`src/rtl/core/psrs_pkg.sv`:
```
`default_nettype none

package psrs_pkg;

  // Fixed field widths.
  localparam int CMD_W   = 3;
  localparam int CODE_W  = 3;
  localparam int EVT_W   = 2;
  localparam int SECS_W  = 10;
  localparam int REG_W   = 20;
  localparam int RIDX_W  = 2;

  // Register indexes on the configuration port.
  localparam logic [RIDX_W-1:0] REG_STARTER_TIME = 2'd0;
  localparam logic [RIDX_W-1:0] REG_STOP_PULSE   = 2'd1;
  localparam logic [RIDX_W-1:0] REG_COOLDOWN     = 2'd2;
  localparam logic [RIDX_W-1:0] REG_GRACE        = 2'd3;

  // Register values after reset, in milliseconds.
  localparam logic [REG_W-1:0] STARTER_TIME_RST = 20'd3000;
  localparam logic [REG_W-1:0] STOP_PULSE_RST   = 20'd500;
  localparam logic [REG_W-1:0] COOLDOWN_RST     = 20'd170000;
  localparam logic [REG_W-1:0] GRACE_RST        = 20'd2000;

  // Seconds are reported up to this ceiling.
  localparam logic [SECS_W-1:0] SECS_MAX = 10'd1000;

  // Division by 1000 as a multiply by ceil(2^30 / 1000) and a shift by 30.
  // The rounding error times the largest 20-bit dividend stays below 2^30,
  // so the quotient is exact over the whole register range.
  localparam int                 DIV_SHIFT = 30;
  localparam logic [20:0]        DIV_RECIP = 21'd1073742;

  typedef enum logic [CMD_W-1:0] {
    CMD_TICK   = 3'd0,
    CMD_ON     = 3'd1,
    CMD_OFF    = 3'd2,
    CMD_LOCK   = 3'd3,
    CMD_UNLOCK = 3'd4
  } cmd_t;

  typedef enum logic [CODE_W-1:0] {
    MODE_IDLE     = 3'd0,
    MODE_STARTING = 3'd1,
    MODE_RUNNING  = 3'd2,
    MODE_STOPPING = 3'd3,
    MODE_COOLDOWN = 3'd4,
    MODE_LOCKED   = 3'd5
  } mode_t;

  typedef enum logic [CODE_W-1:0] {
    RES_OK          = 3'd0,
    RES_ALREADY_ON  = 3'd1,
    RES_ALREADY_OFF = 3'd2,
    RES_COOLDOWN    = 3'd3,
    RES_LOCKED      = 3'd4
  } res_t;

  typedef enum logic [EVT_W-1:0] {
    EVT_NONE     = 2'd0,
    EVT_CD_START = 2'd1,
    EVT_CD_END   = 2'd2
  } evt_t;

  // Whole seconds of a millisecond count, saturated at the ceiling.
  function automatic logic [SECS_W-1:0] ms_to_secs(input logic [REG_W-1:0] ms);
    logic [40:0] prod;
    logic [10:0] quot;
    prod = {21'd0, ms} * {20'd0, DIV_RECIP};
    quot = prod[40:DIV_SHIFT];
    return (quot > {1'b0, SECS_MAX}) ? SECS_MAX : quot[SECS_W-1:0];
  endfunction

endpackage

`default_nettype wire

```
`src/rtl/core/psrs_chan_if.sv`:
```
`default_nettype none

// Input channel: a command with the motor feedback.
interface psrs_in_if;
  logic                       valid;
  logic                       ready;
  logic [psrs_pkg::CMD_W-1:0] command;
  logic                       motor_running;

  modport source (output valid, command, motor_running, input ready);
  modport sink   (input valid, command, motor_running, output ready);
endinterface

// Result channel: status, relay drives and cooldown information.
interface psrs_out_if;
  logic                        valid;
  logic                        ready;
  logic [psrs_pkg::CODE_W-1:0] result_code;
  logic [psrs_pkg::CODE_W-1:0] state_code;
  logic                        starter_relay;
  logic                        coil_relay;
  logic                        stop_relay;
  logic [psrs_pkg::EVT_W-1:0]  event_code;
  logic [psrs_pkg::SECS_W-1:0] event_seconds;
  logic [psrs_pkg::SECS_W-1:0] cooldown_left_s;

  modport source (output valid, result_code, state_code, starter_relay, coil_relay,
                  stop_relay, event_code, event_seconds, cooldown_left_s, input ready);
  modport sink   (input valid, result_code, state_code, starter_relay, coil_relay,
                  stop_relay, event_code, event_seconds, cooldown_left_s, output ready);
endinterface

// Configuration write channel.
interface psrs_cfg_if;
  logic                        valid;
  logic                        ready;
  logic [psrs_pkg::RIDX_W-1:0] reg_index;
  logic [psrs_pkg::REG_W-1:0]  wr_data;

  modport source (output valid, reg_index, wr_data, input ready);
  modport sink   (input valid, reg_index, wr_data, output ready);
endinterface

`default_nettype wire

```
`src/rtl/core/pump_starter_relay_sequencer_unit.sv`:
```
// An input transfer's result passes through the state stage, then the output register,
// before it is offered on the result channel.
// Throughput: one item per cycle while the result channel takes results. The state stage
// can take an input while a result waits in the output register; input stalls once both
// hold a result. Configuration writes take effect in the cycle after their transfer.
// Reset (rst_n low, synchronous): state idle, counter, relays and pipeline valid flags cleared.
`default_nettype none

module pump_starter_relay_sequencer_unit #(
  parameter int COUNT_BITS = 20
) (
  input  wire logic      clk,
  input  wire logic      rst_n,
  psrs_in_if.sink        in_ch,
  psrs_out_if.source     out_ch,
  psrs_cfg_if.sink       cfg_ch
);

  localparam int REG_W = psrs_pkg::REG_W;
  localparam int CMP_W = (COUNT_BITS > REG_W) ? COUNT_BITS : REG_W;

  // Configuration registers.
  logic [REG_W-1:0] starter_time_r, stop_pulse_r, cooldown_r, grace_r;

  // Sequencer state.
  psrs_pkg::mode_t       mode_r, mode_nxt;
  logic [COUNT_BITS-1:0] elapsed_r, elapsed_nxt, elapsed_inc;
  logic                  starter_r, starter_nxt;
  logic                  coil_r, coil_nxt;
  logic                  stop_r, stop_nxt;

  // State stage: result fields before the seconds conversion.
  logic                  s1_v_r;
  psrs_pkg::res_t        s1_res_r, res_nxt;
  psrs_pkg::mode_t       s1_mode_r;
  logic                  s1_starter_r, s1_coil_r, s1_stop_r;
  psrs_pkg::evt_t        s1_evt_r, evt_nxt;
  logic [REG_W-1:0]      s1_evt_ms_r, evt_ms_nxt;
  logic [REG_W-1:0]      s1_left_ms_r, left_ms_nxt;

  // Output register.
  logic                          out_v_r;
  psrs_pkg::res_t                out_res_r;
  psrs_pkg::mode_t               out_mode_r;
  logic                          out_starter_r, out_coil_r, out_stop_r;
  psrs_pkg::evt_t                out_evt_r;
  logic [psrs_pkg::SECS_W-1:0]   out_evt_s_r, out_left_s_r;

  logic            in_acc, s2_ld, cfg_acc;
  psrs_pkg::cmd_t  cmd;
  logic [CMP_W-1:0] inc_ext, nxt_ext, left_diff;

  // Pipeline flow control.
  assign s2_ld       = s1_v_r && (!out_v_r || out_ch.ready);
  assign in_ch.ready = !s1_v_r || s2_ld;
  assign in_acc      = in_ch.valid && in_ch.ready;
  assign cfg_ch.ready = 1'b1;
  assign cfg_acc     = cfg_ch.valid;
  assign cmd         = psrs_pkg::cmd_t'(in_ch.command);

  // Saturating millisecond counter.
  assign elapsed_inc = (&elapsed_r) ? elapsed_r : elapsed_r + COUNT_BITS'(1);
  assign inc_ext     = CMP_W'(elapsed_inc);

  // Next state.
  always_comb begin
    mode_nxt    = mode_r;
    elapsed_nxt = elapsed_r;
    starter_nxt = starter_r;
    coil_nxt    = coil_r;
    stop_nxt    = stop_r;
    case (cmd)
      psrs_pkg::CMD_TICK: begin
        elapsed_nxt = elapsed_inc;
        case (mode_r)
          psrs_pkg::MODE_STARTING: begin
            if (inc_ext >= CMP_W'(starter_time_r)) begin
              starter_nxt = 1'b0;
              mode_nxt    = psrs_pkg::MODE_RUNNING;
            end
          end
          psrs_pkg::MODE_RUNNING: begin
            if ((inc_ext > CMP_W'(grace_r)) && !in_ch.motor_running) begin
              starter_nxt = 1'b0;
              coil_nxt    = 1'b0;
              stop_nxt    = 1'b0;
              mode_nxt    = psrs_pkg::MODE_COOLDOWN;
            end
          end
          psrs_pkg::MODE_STOPPING: begin
            if (inc_ext >= CMP_W'(stop_pulse_r)) begin
              stop_nxt = 1'b0;
              mode_nxt = psrs_pkg::MODE_COOLDOWN;
            end
          end
          psrs_pkg::MODE_COOLDOWN: begin
            if (inc_ext >= CMP_W'(cooldown_r)) begin
              mode_nxt = psrs_pkg::MODE_IDLE;
            end
          end
          default: ;
        endcase
      end
      psrs_pkg::CMD_ON: begin
        if (mode_r == psrs_pkg::MODE_IDLE) begin
          starter_nxt = 1'b1;
          coil_nxt    = 1'b1;
          mode_nxt    = psrs_pkg::MODE_STARTING;
        end
      end
      psrs_pkg::CMD_OFF: begin
        if (mode_r == psrs_pkg::MODE_STARTING || mode_r == psrs_pkg::MODE_RUNNING) begin
          starter_nxt = 1'b0;
          coil_nxt    = 1'b0;
          stop_nxt    = 1'b1;
          mode_nxt    = psrs_pkg::MODE_STOPPING;
        end
      end
      psrs_pkg::CMD_LOCK: begin
        starter_nxt = 1'b0;
        coil_nxt    = 1'b0;
        stop_nxt    = 1'b1;
        mode_nxt    = psrs_pkg::MODE_LOCKED;
      end
      psrs_pkg::CMD_UNLOCK: begin
        if (mode_r == psrs_pkg::MODE_LOCKED) begin
          stop_nxt = 1'b0;
          mode_nxt = psrs_pkg::MODE_IDLE;
        end
      end
      default: ;
    endcase
    // Entering a state, including lock while locked, restarts the counter.
    if (mode_nxt != mode_r || cmd == psrs_pkg::CMD_LOCK) begin
      elapsed_nxt = '0;
    end
  end

  // Result code, event and the millisecond values to convert.
  always_comb begin
    res_nxt = psrs_pkg::RES_OK;
    case (cmd)
      psrs_pkg::CMD_ON: begin
        if (mode_r inside {psrs_pkg::MODE_STARTING, psrs_pkg::MODE_RUNNING}) begin
          res_nxt = psrs_pkg::RES_ALREADY_ON;
        end else if (mode_r == psrs_pkg::MODE_LOCKED) begin
          res_nxt = psrs_pkg::RES_LOCKED;
        end else if (mode_r != psrs_pkg::MODE_IDLE) begin
          res_nxt = psrs_pkg::RES_COOLDOWN;
        end
      end
      psrs_pkg::CMD_OFF: begin
        if (mode_r == psrs_pkg::MODE_LOCKED) begin
          res_nxt = psrs_pkg::RES_LOCKED;
        end else if (!(mode_r inside {psrs_pkg::MODE_STARTING, psrs_pkg::MODE_RUNNING})) begin
          res_nxt = psrs_pkg::RES_ALREADY_OFF;
        end
      end
      psrs_pkg::CMD_UNLOCK: begin
        if (mode_r != psrs_pkg::MODE_LOCKED) begin
          res_nxt = psrs_pkg::RES_ALREADY_OFF;
        end
      end
      default: ;
    endcase

    evt_nxt = psrs_pkg::EVT_NONE;
    if (cmd == psrs_pkg::CMD_TICK) begin
      if (mode_r != psrs_pkg::MODE_COOLDOWN && mode_nxt == psrs_pkg::MODE_COOLDOWN) begin
        evt_nxt = psrs_pkg::EVT_CD_START;
      end else if (mode_r == psrs_pkg::MODE_COOLDOWN && mode_nxt == psrs_pkg::MODE_IDLE) begin
        evt_nxt = psrs_pkg::EVT_CD_END;
      end
    end
    evt_ms_nxt = (evt_nxt == psrs_pkg::EVT_CD_START) ? cooldown_r : '0;

    // Remaining time fits the register width whenever the counter is below it.
    nxt_ext   = CMP_W'(elapsed_nxt);
    left_diff = CMP_W'(cooldown_r) - nxt_ext;
    if (mode_nxt == psrs_pkg::MODE_COOLDOWN && nxt_ext < CMP_W'(cooldown_r)) begin
      left_ms_nxt = left_diff[REG_W-1:0];
    end else begin
      left_ms_nxt = '0;
    end
  end

  // Configuration registers.
  always_ff @(posedge clk) begin
    if (!rst_n) begin
      starter_time_r <= psrs_pkg::STARTER_TIME_RST;
      stop_pulse_r   <= psrs_pkg::STOP_PULSE_RST;
      cooldown_r     <= psrs_pkg::COOLDOWN_RST;
      grace_r        <= psrs_pkg::GRACE_RST;
    end else if (cfg_acc) begin
      case (cfg_ch.reg_index)
        psrs_pkg::REG_STARTER_TIME: starter_time_r <= cfg_ch.wr_data;
        psrs_pkg::REG_STOP_PULSE:   stop_pulse_r   <= cfg_ch.wr_data;
        psrs_pkg::REG_COOLDOWN:     cooldown_r     <= cfg_ch.wr_data;
        psrs_pkg::REG_GRACE:        grace_r        <= cfg_ch.wr_data;
        default: ;
      endcase
    end
  end

  // Sequencer state registers.
  always_ff @(posedge clk) begin
    if (!rst_n) begin
      mode_r    <= psrs_pkg::MODE_IDLE;
      elapsed_r <= '0;
      starter_r <= 1'b0;
      coil_r    <= 1'b0;
      stop_r    <= 1'b0;
    end else if (in_acc) begin
      mode_r    <= mode_nxt;
      elapsed_r <= elapsed_nxt;
      starter_r <= starter_nxt;
      coil_r    <= coil_nxt;
      stop_r    <= stop_nxt;
    end
  end

  // State stage valid.
  always_ff @(posedge clk) begin
    if (!rst_n) begin
      s1_v_r <= 1'b0;
    end else if (in_acc) begin
      s1_v_r <= 1'b1;
    end else if (s2_ld) begin
      s1_v_r <= 1'b0;
    end
  end

  // State stage payload.
  always_ff @(posedge clk) begin
    if (in_acc) begin
      s1_res_r     <= res_nxt;
      s1_mode_r    <= mode_nxt;
      s1_starter_r <= starter_nxt;
      s1_coil_r    <= coil_nxt;
      s1_stop_r    <= stop_nxt;
      s1_evt_r     <= evt_nxt;
      s1_evt_ms_r  <= evt_ms_nxt;
      s1_left_ms_r <= left_ms_nxt;
    end
  end

  // Output register valid.
  always_ff @(posedge clk) begin
    if (!rst_n) begin
      out_v_r <= 1'b0;
    end else if (s2_ld) begin
      out_v_r <= 1'b1;
    end else if (out_ch.ready) begin
      out_v_r <= 1'b0;
    end
  end

  // Output register payload with the seconds conversion.
  always_ff @(posedge clk) begin
    if (s2_ld) begin
      out_res_r     <= s1_res_r;
      out_mode_r    <= s1_mode_r;
      out_starter_r <= s1_starter_r;
      out_coil_r    <= s1_coil_r;
      out_stop_r    <= s1_stop_r;
      out_evt_r     <= s1_evt_r;
      out_evt_s_r   <= psrs_pkg::ms_to_secs(s1_evt_ms_r);
      out_left_s_r  <= psrs_pkg::ms_to_secs(s1_left_ms_r);
    end
  end

  assign out_ch.valid           = out_v_r;
  assign out_ch.result_code     = out_res_r;
  assign out_ch.state_code      = out_mode_r;
  assign out_ch.starter_relay   = out_starter_r;
  assign out_ch.coil_relay      = out_coil_r;
  assign out_ch.stop_relay      = out_stop_r;
  assign out_ch.event_code      = out_evt_r;
  assign out_ch.event_seconds   = out_evt_s_r;
  assign out_ch.cooldown_left_s = out_left_s_r;

endmodule

`default_nettype wire

```
`src/flat_wrapper.sv`:
```
// flat-port wrapper written by rule: the top's interface ports become plain ports
module pump_starter_relay_sequencer_unit_flat 
#(
  parameter int COUNT_BITS = 20
)
  (clk, rst_n, in_ch_valid, in_ch_command, in_ch_motor_running, in_ch_ready, out_ch_valid, out_ch_result_code, out_ch_state_code, out_ch_starter_relay, out_ch_coil_relay, out_ch_stop_relay, out_ch_event_code, out_ch_event_seconds, out_ch_cooldown_left_s, out_ch_ready, cfg_ch_valid, cfg_ch_reg_index, cfg_ch_wr_data, cfg_ch_ready);
  psrs_in_if in_ch_i ();
  psrs_out_if out_ch_i ();
  psrs_cfg_if cfg_ch_i ();
  input  wire logic clk;
  input  wire logic rst_n;
  input wire logic [$bits(in_ch_i.valid)-1:0] in_ch_valid;
  input wire logic [$bits(in_ch_i.command)-1:0] in_ch_command;
  input wire logic [$bits(in_ch_i.motor_running)-1:0] in_ch_motor_running;
  output wire logic [$bits(in_ch_i.ready)-1:0] in_ch_ready;
  output wire logic [$bits(out_ch_i.valid)-1:0] out_ch_valid;
  output wire logic [$bits(out_ch_i.result_code)-1:0] out_ch_result_code;
  output wire logic [$bits(out_ch_i.state_code)-1:0] out_ch_state_code;
  output wire logic [$bits(out_ch_i.starter_relay)-1:0] out_ch_starter_relay;
  output wire logic [$bits(out_ch_i.coil_relay)-1:0] out_ch_coil_relay;
  output wire logic [$bits(out_ch_i.stop_relay)-1:0] out_ch_stop_relay;
  output wire logic [$bits(out_ch_i.event_code)-1:0] out_ch_event_code;
  output wire logic [$bits(out_ch_i.event_seconds)-1:0] out_ch_event_seconds;
  output wire logic [$bits(out_ch_i.cooldown_left_s)-1:0] out_ch_cooldown_left_s;
  input wire logic [$bits(out_ch_i.ready)-1:0] out_ch_ready;
  input wire logic [$bits(cfg_ch_i.valid)-1:0] cfg_ch_valid;
  input wire logic [$bits(cfg_ch_i.reg_index)-1:0] cfg_ch_reg_index;
  input wire logic [$bits(cfg_ch_i.wr_data)-1:0] cfg_ch_wr_data;
  output wire logic [$bits(cfg_ch_i.ready)-1:0] cfg_ch_ready;
  assign in_ch_i.valid = in_ch_valid;
  assign in_ch_i.command = in_ch_command;
  assign in_ch_i.motor_running = in_ch_motor_running;
  assign in_ch_ready = in_ch_i.ready;
  assign out_ch_valid = out_ch_i.valid;
  assign out_ch_result_code = out_ch_i.result_code;
  assign out_ch_state_code = out_ch_i.state_code;
  assign out_ch_starter_relay = out_ch_i.starter_relay;
  assign out_ch_coil_relay = out_ch_i.coil_relay;
  assign out_ch_stop_relay = out_ch_i.stop_relay;
  assign out_ch_event_code = out_ch_i.event_code;
  assign out_ch_event_seconds = out_ch_i.event_seconds;
  assign out_ch_cooldown_left_s = out_ch_i.cooldown_left_s;
  assign out_ch_i.ready = out_ch_ready;
  assign cfg_ch_i.valid = cfg_ch_valid;
  assign cfg_ch_i.reg_index = cfg_ch_reg_index;
  assign cfg_ch_i.wr_data = cfg_ch_wr_data;
  assign cfg_ch_ready = cfg_ch_i.ready;
  pump_starter_relay_sequencer_unit #(.COUNT_BITS(COUNT_BITS)) u_core (.clk(clk), .rst_n(rst_n), .in_ch(in_ch_i), .out_ch(out_ch_i), .cfg_ch(cfg_ch_i));
endmodule
```
`config.mk`:
```
export PLATFORM = sky130hd
export DESIGN_NAME = pump_starter_relay_sequencer_unit_flat
export DESIGN_NICKNAME = d
export VERILOG_FILES = /design/src/rtl/core/psrs_pkg.sv /design/src/rtl/core/psrs_chan_if.sv /design/src/rtl/core/pump_starter_relay_sequencer_unit.sv /design/src/flat_wrapper.sv
export SDC_FILE = /design/constraint.sdc
export NUM_CORES = 1
export LEC_CHECK = 0
export ABC_AREA = 1
export BUFFER_PORTS_ARGS = -buffer_cell sky130_fd_sc_hd__buf_2
export CAP_MARGIN = 30
export CORE_ASPECT_RATIO = 1.1
export CORE_MARGIN = 2
export CORE_UTILIZATION = 53
export CTS_BUF_LIST = sky130_fd_sc_hd__clkbuf_2 sky130_fd_sc_hd__clkbuf_4 sky130_fd_sc_hd__clkbuf_8
export DETAILED_ROUTE_END_ITERATION = 12
export HOLD_SLACK_MARGIN = 0.08
export PLACE_DENSITY = 0.7
export SLEW_MARGIN = 20
export SYNTH_ARGS = -nofsm -noshare
export SYNTH_HDL_FRONTEND = slang
export SYNTH_SLANG_ARGS = --single-unit
```
`constraint.sdc`:
```
create_clock -name clk -period 11.6 [get_ports clk]
set_input_delay 1.16 -clock clk [delete_from_list [all_inputs] [get_ports clk]]
set_output_delay 1.16 -clock clk [all_outputs]
set_load 0.02 [all_outputs]
```
==> run_results.csv <==
group,metric,value,unit
status,status,"finished clean",
placed_design,place.gp.congestion,0.945,
clocking,insertion_delay,0.55,ns
timing,setup_viol,0,
critical_path,end_kind,"flip-flop",
critical_path,crit_arrival,7.91,ns
clocking,post_cts_buffers,0,
critical_path,crit_fanout,23,
timing,post-route-period-util,65.9,%
grt,grt_max_degree,99,
timing,period_needed,7.64,ns
synthesis,yosysWarnings,0,
critical_path,rr_worst_depth,39,
synthesis,async_flop_share,0,%
routing,ant_nets,0,
critical_path,start_kind,"flip-flop",
timing,rsz0062_at_grt,"no",
synthesis,synth_edf_count,82,
clocking,cts_hold_buf,0,
power_and_ir_drop,design_power_total,4.70,mW
routing,wl_per_cell,17.8,um
timing,fin_skew,0.0225,ns
clocking,cts_tree,"done",
clocking,clk_pin_slew,0.11,ns
placed_design,post-place-ws,3.99,ns
synthesis,seq_area_frac_synth,20.6,%
timing,hold_viol_final,0,
critical_path,endpoint,"u_core.s1_left_ms_r[0]$_SDFFCE_PN0P_",
grt,grt_use_total,28.3,%
finish,final_util,56.6,%
synthesis,synth_area_per_cell,8.13,sq um
worst_hold_path,hp-class,"reg2reg",
routing,routed_via_density,5.45,
clocking,cts_sinks,190,
clocking,numCtsBuffers,17,
synthesis,synth_top_family_by_area,"adder cells",
floorplan,die_width,200,um
clocking,htree_num_levels,4,
timing,fin_hold_ws,0.429,ns
floorplan,initial_core_util,53.3,%
timing,maxSlewHeadroom,39.8,%
finish,finalInstanceArea,23900,sq um
finish,final_cells,3389,
timing,fin_ws,3.96,ns
synthesis,yosys.area_share.simple,15.6,%
finish,mostFrequentLayoutCells,"inv_1 (570), ha_1 (439), nand2_1 (412)",
critical_path,slowest_delay,0.64,ns
finish,num_antenna_cells,0,
finish,drive_gt1_share,6.20,%
finish,layout_commonest_cell,"inv_1",
critical_path,regToRegEndpoint,"u_core.s1_left_ms_r[0]$_SDFFCE_PN0P_",
synthesis,synth_cell_types,50,
critical_path,r2r_slack,3.96,ns
synthesis,synthAdderAreaFrac,39.7,%
worst_hold_path,hold_path.startpoint,"u_core.s1_mode_r[0]$_DFFE_PP_",
power_and_ir_drop,ir_drop,0.138,mV
routing,drtIter0Drc,1027,
run,maxCapViolations,0,
grt,grt_pass1_vias,19251,
routing,wirelength,60.2,mm
finish,regArea,4620,sq um
critical_path,critPathSlowestCell,"nand3_1",
timing,finalSetupTns,0,ns
synthesis,synthesis.area,22500,sq um
clocking,cts-root-buf,"clkbuf_8",
timing,max_freq,131,MHz
critical_path,rr_startpoint,"u_core.elapsed_r[0]$_SDFFE_PN0P_",
floorplan,ios,65,
timing,slew_violations,0,
critical_path,cpMostUsedCell,"nand2_1",
synthesis,synthFlopType,"dfxtp_1",
grt,grt_pass1_wl,97.9,mm
critical_path,crit_required,11.86,ns
synthesis,syn_inst,2762,
timing,worst_slew_pin_slew,0.903,ns
critical_path,setup.worst_path.start,"u_core.elapsed_r[0]$_SDFFE_PN0P_",
floorplan,dieArea,44000,sq um
routing,drc,0,
clocking,clk_path_buf_depth,2,
synthesis,synth_xor_area_share,1.48,%
grt,antenna_found_initial,0,
synthesis,synth.area.mux_share,0,%
synthesis,synth_compound_area_share,12.1,%
finish,final_nets,3450,
floorplan,core,42100,sq um
routing,dr.pass1.iters,6,
finish,nFillCells,3992,
clocking,cts-resized-gates,0,
synthesis,ys_seq_elements,190,
critical_path,critPathKind,"reg2reg",
placed_design,dp_hpwl,50.2,mm
synthesis,syn_nets,3403,
finish,multiInputGateArea,15500,sq um
grt,gr-total-overflow,0,
routing,num_vias,18481,
floorplan,placementRows,79,
placed_design,port_buffers,63,
placed_design,placed_cells,3355,
floorplan,dieHeight,220,um
finish,area_growth,6.18,%
power_and_ir_drop,p_leak,12.4,nW
placed_design,post_dp_cell_area,23400,sq um
power_and_ir_drop,powerDensity,197,nW/um^2
## routing by layer
layer,global-route usage [%],wire [um],vias to the layer above
li1,-,-,9105
met1,33.2,24900,8712
met2,51.8,30100,521
met3,3.52,2520,143
met4,13.1,2700,0
met5,0,0,-
## layout make-up
type	instances	area share [%]
sequential	190	19.4
clock buffer	18	1.04
clock inverter	14	0.708
inverter	577	9.09
tap	567	2.97
timing repair buffer	75	1.90
multi-input combinational	1948	64.9
## how the worst min path moves through the flow
stage                                             endpoint  slack (ns)  depth (start not counted)
floorplan               u_core.out_ch.coil_relay$_DFFE_PP_        0.40                          0
global placement    u_core.out_ch.result_code[1]$_DFFE_PP_        0.40                          0
detailed placement   u_core.out_ch.state_code[1]$_DFFE_PP_        0.40                          0
CTS                  u_core.out_ch.state_code[1]$_DFFE_PP_        0.43                          0
global route        u_core.out_ch.result_code[1]$_DFFE_PP_        0.44                          0
finish               u_core.out_ch.state_code[0]$_DFFE_PP_        0.43                          0
## critical path, delay by kind of cell, from the launching register on
family,cells,cell delay (ns)
xor gates and xnor gates,1,0.37
adders and majority gates,3,0.89
buffers and inverters,4,0.79
AOI/OAI and AO/OA,7,1.26
and+or+nand+nor,24,3.54
DFF,1,0.51
## where the power goes
group,switching [mW],total [mW],internal [mW],leakage (nW)
clock network,0.296,0.483,0.187,0.205
registers,0.0582,0.829,0.770,1.70
logic,2.12,3.39,1.27,10.5
total,2.47,4.70,2.23,12.4
## sequential cells by signal, summed over array words and instances, names as in the netlist, 3 cells and up
| name | count |
|---|---|
| u_core.grace_r | 20 |
| u_core.starter_time_r | 20 |
| u_core.elapsed_r | 20 |
| u_core.cooldown_r | 20 |
| u_core.stop_pulse_r | 20 |
| u_core.mode_r | 3 |
| u_core.s1_mode_r | 3 |
| u_core.out_ch.cooldown_left_s | 10 |
| u_core.out_ch.event_seconds | 10 |
| u_core.out_ch.state_code | 3 |
| u_core.s1_left_ms_r | 20 |
| u_core.s1_res_r | 3 |
| u_core.s1_evt_ms_r | 20 |
| u_core.out_ch.result_code | 3 |
## kinds of logic (layout without fill, tap and decap cells)
logic type,Yosys count,after routing
adder cells (fa/ha/maj),610,610
other,1,1
XOR/XNOR,38,38
AO/OA/AOI/OAI,490,490
buffers and inverters,624,684
flip-flops,190,190
AND/OR/NAND/NOR,809,809
## cells in the mapped netlist, drive strengths merged (24+ instances only)
| cell | instances | area, sq um |
|---|---|---|
| inv | 577 | 2170 |
| ha | 439 | 5490 |
| nand2 | 414 | 1560 |
| a21oi | 225 | 1190 |
| nor2 | 224 | 851 |
| o21ai | 179 | 900 |
| fa | 171 | 3420 |
| dfxtp | 108 | 2160 |
| nand3 | 88 | 551 |
| edfxtp | 82 | 2460 |
| clkbuf | 36 | 135 |
| nand4 | 26 | 163 |
| xor2 | 26 | 228 |
| nor3 | 24 | 146 |
(Power assumes the default switching activity.)
